--- src/rtl/bhlc_pkg.sv ---
// Package for the cascaded high-pass / low-pass biquad filter core.
// Holds widths, register indexes, reset coefficients, tap codes and sequencer types.
// No dependencies; every other file in rtl/ imports it.
package bhlc_pkg;

    localparam int SAMPLE_W  = 16;
    localparam int COEF_W    = 18;
    localparam int PROD_W    = SAMPLE_W + COEF_W;
    // Five products of 34 bits each need 37 bits; one guard bit on top.
    localparam int ACC_W     = PROD_W + 4;
    localparam int NUM_REGS  = 8;
    localparam int REG_IDX_W = $clog2(NUM_REGS);
    localparam int CFG_IDX_W = REG_IDX_W + 1;
    localparam int NUM_TAPS  = 5;
    localparam int TAP_W     = $clog2(NUM_TAPS);

    localparam int COEF_FRAC_BITS_DEF = 16;

    localparam int SAMPLE_MAX = 32767;
    localparam int SAMPLE_MIN = -32768;

    typedef logic signed [SAMPLE_W-1:0] sample_t;
    typedef logic signed [COEF_W-1:0]   coef_t;
    typedef logic [TAP_W-1:0]           tap_t;

    // Register indexes of the configuration port.
    localparam logic [REG_IDX_W-1:0] REG_HP_B0 = 3'd0;
    localparam logic [REG_IDX_W-1:0] REG_HP_B1 = 3'd1;
    localparam logic [REG_IDX_W-1:0] REG_HP_A1 = 3'd2;
    localparam logic [REG_IDX_W-1:0] REG_HP_A2 = 3'd3;
    localparam logic [REG_IDX_W-1:0] REG_LP_B0 = 3'd4;
    localparam logic [REG_IDX_W-1:0] REG_LP_B1 = 3'd5;
    localparam logic [REG_IDX_W-1:0] REG_LP_A1 = 3'd6;
    localparam logic [REG_IDX_W-1:0] REG_LP_A2 = 3'd7;

    localparam coef_t COEF_RESET [NUM_REGS] = '{
        18'sd62688,  -18'sd125375, -18'sd125252, 18'sd59963,
        18'sd37290,  18'sd74581,   18'sd61785,   18'sd21841
    };

    // Tap order within one section: feedforward first, then the feedback terms.
    localparam tap_t TAP_X0 = 3'd0;
    localparam tap_t TAP_X1 = 3'd1;
    localparam tap_t TAP_X2 = 3'd2;
    localparam tap_t TAP_Y1 = 3'd3;
    localparam tap_t TAP_Y2 = 3'd4;

    localparam logic SECT_HP = 1'b0;
    localparam logic SECT_LP = 1'b1;

    typedef enum logic [2:0] {
        ST_IDLE,
        ST_MUL,
        ST_DRAIN,
        ST_WB,
        ST_OUT
    } seq_state_t;

    typedef struct packed {
        logic mul_en;  // multiply the selected coefficient and sample this cycle
        logic clr;     // this product starts a fresh accumulation
        logic neg;     // this product is subtracted
        tap_t tap;     // operand pair select
        logic sect;    // section being computed
        logic wb;      // section result is final, update history
    } seq_ctrl_t;

endpackage

--- src/rtl/bhlc_mac.sv ---
// Shared multiply-accumulate unit with rounding and 16-bit saturation.
// One registered 18x16 multiplier feeding a 38-bit accumulator; uses bhlc_pkg.
module bhlc_mac #(
    parameter int COEF_FRAC_BITS = bhlc_pkg::COEF_FRAC_BITS_DEF
) (
    input  logic             clk,
    input  logic             rst_n,
    input  logic             mul_en,
    input  logic             clr,
    input  logic             neg,
    input  bhlc_pkg::coef_t   coef,
    input  bhlc_pkg::sample_t data,
    output bhlc_pkg::sample_t result
);
    import bhlc_pkg::*;

    localparam logic signed [ACC_W-1:0] ROUND_BIAS =
        {{(ACC_W-1){1'b0}}, 1'b1} << (COEF_FRAC_BITS - 1);
    localparam logic signed [ACC_W-1:0] SAT_HI = ACC_W'(SAMPLE_MAX);
    localparam logic signed [ACC_W-1:0] SAT_LO = ACC_W'(SAMPLE_MIN);

    logic signed [PROD_W-1:0] prod_reg;
    logic signed [PROD_W-1:0] prod_next;
    logic                     acc_en_reg;
    logic                     clr_d_reg;
    logic                     neg_d_reg;
    logic signed [ACC_W-1:0]  acc_reg;
    logic signed [ACC_W-1:0]  acc_next;
    logic signed [ACC_W-1:0]  prod_ext;
    logic signed [ACC_W-1:0]  acc_base;
    logic signed [ACC_W-1:0]  rounded;
    logic signed [ACC_W-1:0]  shifted;

    assign prod_next = coef * data;

    always_ff @(posedge clk or negedge rst_n)
    begin
        if (!rst_n)
        begin
            acc_en_reg <= 1'b0;
            clr_d_reg  <= 1'b0;
            neg_d_reg  <= 1'b0;
        end
        else
        begin
            acc_en_reg <= mul_en;
            clr_d_reg  <= clr;
            neg_d_reg  <= neg;
        end
    end

    always_ff @(posedge clk)
    begin
        if (mul_en)
        begin
            prod_reg <= prod_next;
        end
        if (acc_en_reg)
        begin
            acc_reg <= acc_next;
        end
    end

    always_comb
    begin
        prod_ext = {{(ACC_W-PROD_W){prod_reg[PROD_W-1]}}, prod_reg};
        acc_base = clr_d_reg ? '0 : acc_reg;
        acc_next = neg_d_reg ? (acc_base - prod_ext) : (acc_base + prod_ext);
    end

    // Round half up, floor by arithmetic shift, then clamp to the sample range.
    always_comb
    begin
        rounded = acc_reg + ROUND_BIAS;
        shifted = rounded >>> COEF_FRAC_BITS;
        if (shifted > SAT_HI)
        begin
            result = sample_t'(SAMPLE_MAX);
        end
        else if (shifted < SAT_LO)
        begin
            result = sample_t'(SAMPLE_MIN);
        end
        else
        begin
            result = shifted[SAMPLE_W-1:0];
        end
    end

    a_acc_follows_mul: assert property (@(posedge clk) disable iff (!rst_n)
        mul_en |=> acc_en_reg)
        else $error("accumulate did not follow a multiply");

    a_clr_delayed: assert property (@(posedge clk) disable iff (!rst_n)
        (mul_en && clr) |=> (acc_en_reg && clr_d_reg))
        else $error("accumulator clear lost in the product stage");

    a_neg_delayed: assert property (@(posedge clk) disable iff (!rst_n)
        mul_en |=> (neg_d_reg == $past(neg)))
        else $error("subtract flag out of step with its product");

endmodule

--- src/rtl/bhlc_seq.sv ---
// Sequencer that steps the shared MAC through five taps of each section in turn.
// Drives the request handshakes of both channels; uses bhlc_pkg.
module bhlc_seq (
    input  logic                clk,
    input  logic                rst_n,
    input  logic                in_valid,
    output logic                in_stall,
    output logic                out_valid,
    input  logic                out_stall,
    output bhlc_pkg::seq_ctrl_t ctrl
);
    import bhlc_pkg::*;

    seq_state_t state_reg;
    seq_state_t state_next;
    tap_t       tap_reg;
    tap_t       tap_next;
    logic       sect_reg;
    logic       sect_next;

    always_ff @(posedge clk or negedge rst_n)
    begin
        if (!rst_n)
        begin
            state_reg <= ST_IDLE;
            tap_reg   <= TAP_X0;
            sect_reg  <= SECT_HP;
        end
        else
        begin
            state_reg <= state_next;
            tap_reg   <= tap_next;
            sect_reg  <= sect_next;
        end
    end

    always_comb
    begin
        state_next  = state_reg;
        tap_next    = tap_reg;
        sect_next   = sect_reg;
        in_stall    = 1'b1;
        out_valid   = 1'b0;
        ctrl.mul_en = 1'b0;
        ctrl.clr    = (tap_reg == TAP_X0);
        ctrl.neg    = (tap_reg == TAP_Y1) || (tap_reg == TAP_Y2);
        ctrl.tap    = tap_reg;
        ctrl.sect   = sect_reg;
        ctrl.wb     = 1'b0;
        unique case (state_reg)
            ST_IDLE:
            begin
                in_stall = 1'b0;
                if (in_valid)
                begin
                    state_next = ST_MUL;
                    tap_next   = TAP_X0;
                    sect_next  = SECT_HP;
                end
            end
            ST_MUL:
            begin
                ctrl.mul_en = 1'b1;
                if (tap_reg == TAP_Y2)
                begin
                    state_next = ST_DRAIN;
                end
                else
                begin
                    tap_next = tap_reg + tap_t'(1);
                end
            end
            ST_DRAIN:
            begin
                // The last product is added into the accumulator here.
                state_next = ST_WB;
            end
            ST_WB:
            begin
                ctrl.wb = 1'b1;
                if (sect_reg == SECT_HP)
                begin
                    sect_next  = SECT_LP;
                    tap_next   = TAP_X0;
                    state_next = ST_MUL;
                end
                else
                begin
                    state_next = ST_OUT;
                end
            end
            ST_OUT:
            begin
                out_valid = 1'b1;
                if (!out_stall)
                begin
                    state_next = ST_IDLE;
                end
            end
            default:
            begin
                state_next = ST_IDLE;
            end
        endcase
    end

    a_start_hp: assert property (@(posedge clk) disable iff (!rst_n)
        (in_valid && !in_stall) |=>
            (state_reg == ST_MUL && tap_reg == TAP_X0 && sect_reg == SECT_HP))
        else $error("accepted request did not start the high-pass section");

    a_one_item: assert property (@(posedge clk) disable iff (!rst_n)
        out_valid |-> in_stall)
        else $error("new request taken while a result is pending");

    a_out_once: assert property (@(posedge clk) disable iff (!rst_n)
        (out_valid && !out_stall) |=> !out_valid)
        else $error("result offered twice");

    a_wb_after_drain: assert property (@(posedge clk) disable iff (!rst_n)
        ctrl.wb |-> ($past(state_reg) == ST_DRAIN))
        else $error("section written back before its last product was added");

endmodule

--- src/rtl/biquad_highpass_lowpass_cascade_core.sv ---
// Top level of the two-section biquad filter: high-pass then low-pass, direct form I.
// Holds coefficient registers and section history; uses bhlc_pkg, bhlc_seq, bhlc_mac.
//
// Channel  Direction  Handshake               Payload
// in       into core  in_valid / in_stall     sample_in  (16-bit signed)
// out      from core  out_valid / out_stall   sample_out (16-bit signed)
// cfg      into core  cfg_valid / cfg_ready   cfg_index, cfg_data (18-bit signed)
//
// A request is accepted in the idle state; then, per section, five multiplies, one
// accumulate and one write-back run on the single shared multiplier, then the result is
// offered. Output stalls hold the result; a new request is taken only after the result
// has left. Reset loads the default coefficients and clears all history. Configuration
// writes are always taken.
module biquad_highpass_lowpass_cascade_core #(
    parameter int COEF_FRAC_BITS = bhlc_pkg::COEF_FRAC_BITS_DEF
) (
    input  logic                               clk,
    input  logic                               rst_n,
    input  logic                               in_valid,
    output logic                               in_stall,
    input  bhlc_pkg::sample_t                  sample_in,
    output logic                               out_valid,
    input  logic                               out_stall,
    output bhlc_pkg::sample_t                  sample_out,
    input  logic                               cfg_valid,
    output logic                               cfg_ready,
    input  logic [bhlc_pkg::CFG_IDX_W-1:0]     cfg_index,
    input  bhlc_pkg::coef_t                    cfg_data
);
    import bhlc_pkg::*;

    seq_ctrl_t ctrl;
    coef_t     coef_reg [NUM_REGS];
    sample_t   x_reg;
    sample_t   out_reg;
    sample_t   hp_x1_reg, hp_x2_reg, hp_y1_reg, hp_y2_reg;
    sample_t   lp_x1_reg, lp_x2_reg, lp_y1_reg, lp_y2_reg;
    coef_t     mac_coef;
    sample_t   mac_data;
    sample_t   sect_result;
    logic [REG_IDX_W-1:0] coef_sel;

    assign cfg_ready  = 1'b1;
    assign sample_out = out_reg;

    bhlc_seq u_seq (
        .clk       (clk),
        .rst_n     (rst_n),
        .in_valid  (in_valid),
        .in_stall  (in_stall),
        .out_valid (out_valid),
        .out_stall (out_stall),
        .ctrl      (ctrl)
    );

    bhlc_mac #(
        .COEF_FRAC_BITS (COEF_FRAC_BITS)
    ) u_mac (
        .clk    (clk),
        .rst_n  (rst_n),
        .mul_en (ctrl.mul_en),
        .clr    (ctrl.clr),
        .neg    (ctrl.neg),
        .coef   (mac_coef),
        .data   (mac_data),
        .result (sect_result)
    );

    always_ff @(posedge clk or negedge rst_n)
    begin
        if (!rst_n)
        begin
            for (int i = 0; i < NUM_REGS; i++)
            begin
                coef_reg[i] <= COEF_RESET[i];
            end
        end
        else if (cfg_valid && cfg_ready && (cfg_index < CFG_IDX_W'(NUM_REGS)))
        begin
            coef_reg[cfg_index[REG_IDX_W-1:0]] <= cfg_data;
        end
    end

    always_ff @(posedge clk or negedge rst_n)
    begin
        if (!rst_n)
        begin
            hp_x1_reg <= '0;
            hp_x2_reg <= '0;
            hp_y1_reg <= '0;
            hp_y2_reg <= '0;
            lp_x1_reg <= '0;
            lp_x2_reg <= '0;
            lp_y1_reg <= '0;
            lp_y2_reg <= '0;
        end
        else if (ctrl.wb)
        begin
            if (ctrl.sect == SECT_HP)
            begin
                hp_x2_reg <= hp_x1_reg;
                hp_x1_reg <= x_reg;
                hp_y2_reg <= hp_y1_reg;
                hp_y1_reg <= sect_result;
            end
            else
            begin
                lp_x2_reg <= lp_x1_reg;
                lp_x1_reg <= x_reg;
                lp_y2_reg <= lp_y1_reg;
                lp_y1_reg <= sect_result;
            end
        end
    end

    // x_reg is the current section's input: the raw sample, then the high-pass output.
    always_ff @(posedge clk)
    begin
        if (in_valid && !in_stall)
        begin
            x_reg <= sample_in;
        end
        else if (ctrl.wb && ctrl.sect == SECT_HP)
        begin
            x_reg <= sect_result;
        end
        if (ctrl.wb && ctrl.sect == SECT_LP)
        begin
            out_reg <= sect_result;
        end
    end

    always_comb
    begin
        unique case (ctrl.tap)
            TAP_X0:
            begin
                coef_sel = (ctrl.sect == SECT_HP) ? REG_HP_B0 : REG_LP_B0;
                mac_data = x_reg;
            end
            TAP_X1:
            begin
                coef_sel = (ctrl.sect == SECT_HP) ? REG_HP_B1 : REG_LP_B1;
                mac_data = (ctrl.sect == SECT_HP) ? hp_x1_reg : lp_x1_reg;
            end
            TAP_X2:
            begin
                coef_sel = (ctrl.sect == SECT_HP) ? REG_HP_B0 : REG_LP_B0;
                mac_data = (ctrl.sect == SECT_HP) ? hp_x2_reg : lp_x2_reg;
            end
            TAP_Y1:
            begin
                coef_sel = (ctrl.sect == SECT_HP) ? REG_HP_A1 : REG_LP_A1;
                mac_data = (ctrl.sect == SECT_HP) ? hp_y1_reg : lp_y1_reg;
            end
            TAP_Y2:
            begin
                coef_sel = (ctrl.sect == SECT_HP) ? REG_HP_A2 : REG_LP_A2;
                mac_data = (ctrl.sect == SECT_HP) ? hp_y2_reg : lp_y2_reg;
            end
            default:
            begin
                coef_sel = REG_HP_B0;
                mac_data = '0;
            end
        endcase
        mac_coef = coef_reg[coef_sel];
    end

endmodule
--- config.mk ---
export PLATFORM = sky130hd
export DESIGN_NAME = biquad_highpass_lowpass_cascade_core
export DESIGN_NICKNAME = d
export VERILOG_FILES = /design/src/rtl/bhlc_pkg.sv /design/src/rtl/bhlc_mac.sv /design/src/rtl/bhlc_seq.sv /design/src/rtl/biquad_highpass_lowpass_cascade_core.sv
export SDC_FILE = /design/constraint.sdc
export NUM_CORES = 2
export LEC_CHECK = 0
export ABC_AREA = 1
export ABC_CLOCK_PERIOD_IN_PS = 19200
export BUFFER_PORTS_ARGS = -buffer_cell sky130_fd_sc_hd__buf_2
export CAP_MARGIN = 20
export CORE_ASPECT_RATIO = 1.25
export CORE_MARGIN = 2
export CORE_UTILIZATION = 30
export CTS_CLUSTER_DIAMETER = 200
export DETAILED_ROUTE_END_ITERATION = 16
export SLEW_MARGIN = 20
export SYNTH_ARGS = -nofsm -noshare
export SYNTH_HDL_FRONTEND = slang
export SYNTH_SLANG_ARGS = --single-unit
--- constraint.sdc ---
create_clock -name clk -period 19.2 [get_ports clk]
set_clock_uncertainty 0.2 [all_clocks]
set_input_delay 0.96 -clock clk [delete_from_list [all_inputs] [get_ports clk]]
set_output_delay 0.96 -clock clk [all_outputs]
set_load 0.01 [all_outputs]
==> impl_metrics.py <==
metrics = {
    "die": {
        "coreArea_sq_mm": 0.1052,
        "dieArea_sq_mm": 0.1087,
        "rows": 133,
        "initial_utilization": 0.3025,
        "fp.dieW_microns": 295.2,
        "ios": 62,
        "die_h_microns": 368.1,
    },
    "run_status": {
        "status": "completed",
    },
    "detailed_routing": {
        "firstDrtPassIters": 6,
        "vias": 25360,
        "drt_iter0_drc": 1582,
        "drc": 0,
        "viasPerCell": 4.701,
        "ant_nets": 0,
        "drt-total-wl_mm": 86.60,
        "wl_per_cell_microns": 16.05,
    },
    "logic_synthesis": {
        "synth_area_per_cell_sq_um": 8.100,
        "yosysSeqAreaShare": 0.3225,
        "synth_top_area_frac": 0.1838,
        "syn_inst": 3927,
        "syn_area_sq_mm": 0.03181,
        "synth_top_area_cell": "fa_1",
        "synth.distinct_cells": 52,
        "ys_async_sr_fraction": 0.7306,
        "synth.area.top_cells": "fa_1 (18%), dfrtp_1 (17%), nand2_1 (11%), edfxtp_1 (9.8%), inv_1 (7.6%)",
        "synth_edf_count": 104,
        "syn_nets": 4391,
        "ys.flop_type": "dfrtp_1",
        "yosys_register_bits": 386,
        "yosys_warnings": 0,
    },
    "sta": {
        "relSlewSlack": 0.2723,
        "period_minus_slack_ns": 9.253,
        "finalSetupTns_ns": 0,
        "finalCritPeriodShare": 0.4819,
        "drv_slew": 0,
        "worstMarginPinSlew_ns": 1.092,
        "rsz0062_at_grt": "no",
        "setup_violations": 0,
        "final_hold_viol_count": 0,
        "max_freq_ghz": 0.1081,
    },
    "finish": {
        "drive_gt1_frac": 0.08549,
        "design_area_sq_mm": 0.03522,
        "seq_area_sq_mm": 0.01026,
        "final_core_util": 0.3348,
        "multiInputGateArea_sq_mm": 0.01844,
        "synthToLayoutAreaGrowth_pct": 10.71,
        "nets": 4405,
        "num_antenna_cells": 0,
        "largest_reg_flops": 144,
        "n_fill_cell": 11160,
    },
    "place": {
        "gp_congestion": 0.8919,
        "dp_hpwl_mm": 64.31,
        "placed_area_sq_mm": 0.03359,
        "io_buffers": 60,
    },
    "global_route": {
        "gr-total-overflow": 0,
        "grt_antenna_before_repair": 0,
        "grt_max_degree": 158,
        "grt_pass1_vias": 26170,
        "grt_usage": 0.1626,
        "grt_pass1_wl_mm": 140.7,
    },
    "critical_path": {
        "critical-path-top-delay-family": "adder cells",
        "reg2reg_from": "u_seq.tap_reg[1]",
        "cp_max_fo": 72,
        "crit_arrival_ns": 9.39,
        "worst_path_max_delay_cell": "o21ai_1",
        "cp.required_ns": 19.34,
        "cp-end-kind": "register",
        "crit_path_max_incr_delay_ns": 0.73,
        "r2r-end": "u_mac.prod_reg[33]",
        "ff2ff_path_depth": 35,
        "cpMostUsedCell": "inv_1",
        "worst-setup-path-type": "register to register",
        "regToRegSetupSlack_ns": 9.95,
        "critPathBufInv": 11,
        "worst_setup_path_start_kind": "register",
    },
    "cts": {
        "htree_levels": 2,
        "clk_path_buf_depth": 3,
        "cts_tree": "done",
        "postCtsSetupRepairBufs": 0,
        "clk_pin_slew_ns": 0.06,
        "clock_latency_ns": 0.62,
        "cts_buffers": 45,
        "ctsHoldBuffers": 0,
        "root_buffer": "clkbuf_16",
        "cts_resized": 0,
        "clock_sinks": 386,
    },
    "flow_run": {
        "drv_cap": 0,
    },
    "min_path": {
        "hp-class": "input pin to async pin",
    },
}
==> final cells by class <==
class | count | area share
Clock buffer | 60 | 0.03674
Clock inverter | 23 | 0.008918
Inverter | 675 | 0.07195
Multi-Input combinational cell | 2737 | 0.5235
Sequential cell | 386 | 0.2914
Tap cell | 1417 | 0.05034
Timing Repair Buffer | 96 | 0.01720
==> worst max-delay path by stage <==
stage	startpoint	endpoint	slack, ns	cells past startpoint
final	u_seq.tap_reg[1]	u_mac.prod_reg[33]	9.95	35
after global routing	u_seq.tap_reg[1]	u_mac.prod_reg[33]	9.32	35
after CTS	u_seq.tap_reg[1]	u_mac.prod_reg[33]	9.90	35
after detailed placement	u_seq.tap_reg[1]	u_mac.prod_reg[33]	9.93	35
after global placement	u_seq.tap_reg[1]	u_mac.prod_reg[33]	10.05	35
after floorplan	u_seq.tap_reg[0]	u_mac.prod_reg[33]	12.09	33
==> synth_stat cells, types with 6 or more instances <==
cell type and n:
a21o_1 9, a21oi_1 135, a31oi_1 15, a32o_1 14, buf_2 44, buf_4 6
clkbuf_1 71, dfrtp_1 218, dfstp_2 64, edfxtp_1 104, fa_1 292, ha_1 129
inv_1 642, inv_2 32, nand2_1 941, nand2_2 7, nand2_4 23, nand3_1 99
nand4_1 17, nor2_1 457, nor2_2 11, nor3_1 16, nor4_1 7, o211ai_1 8
o21a_1 6, o21ai_0 344, o21ai_1 25, o21ai_4 11, o21bai_1 9, o32ai_1 15
xnor2_1 21, xor2_1 92
==> logic make-up after synthesis <==
group | after synthesis | synth area share
and+or+nand+nor | 1592 | 0.2032
buffers and inverters | 804 | 0.09928
AOI/OAI and AO/OA | 610 | 0.1092
adders and majority gates | 421 | 0.2345
DFF | 386 | 0.3225
xor gates and xnor gates | 113 | 0.03111
other | 1 | 0.0001179
==> cells in the final DEF, fill, tap and decap left out, types with 92 or more instances in the layout <==
master	synthesis	final
a21oi_1	135	135
dfrtp_1	218	217
edfxtp_1	104	104
fa_1	292	292
ha_1	129	129
inv_1	642	641
nand2_1	941	941
nand3_1	99	97
nor2_1	457	452
o21ai_0	344	344
xor2_1	92	92
==> per-stage QoR <==
| step | std cells | hold WS, ns | setup WS (ns) |
|---|---|---|---|
| 2_1_floorplan | 3927 | 0.2422 | 12.09 |
| 3_3_place_gp | 5310 | 0.2551 | 10.05 |
| 3_5_place_dp | 5310 | 0.2600 | 9.932 |
| 4_1_cts | 5393 | 0.2749 | 9.902 |
| 5_1_grt | 5394 | 0.2892 | 9.321 |
| 6_report | 5394 | 0.2055 | 9.947 |
==> per-layer routing <==
| metal | GRT usage | up-vias | share of wire |
|---|---|---|---|
| li1 | - | 12250 | - |
| met1 | 0.2003 | 12420 | 0.42 |
| met2 | 0.2922 | 533 | 0.51 |
| met3 | 0.01956 | 153 | 0.041 |
| met4 | 0.05310 | 0 | 0.032 |
| met5 | 0 | - | 0 |
Power is not shown: default switching activity piles up to over one toggle a cycle in this logic, so the estimate is an artifact.
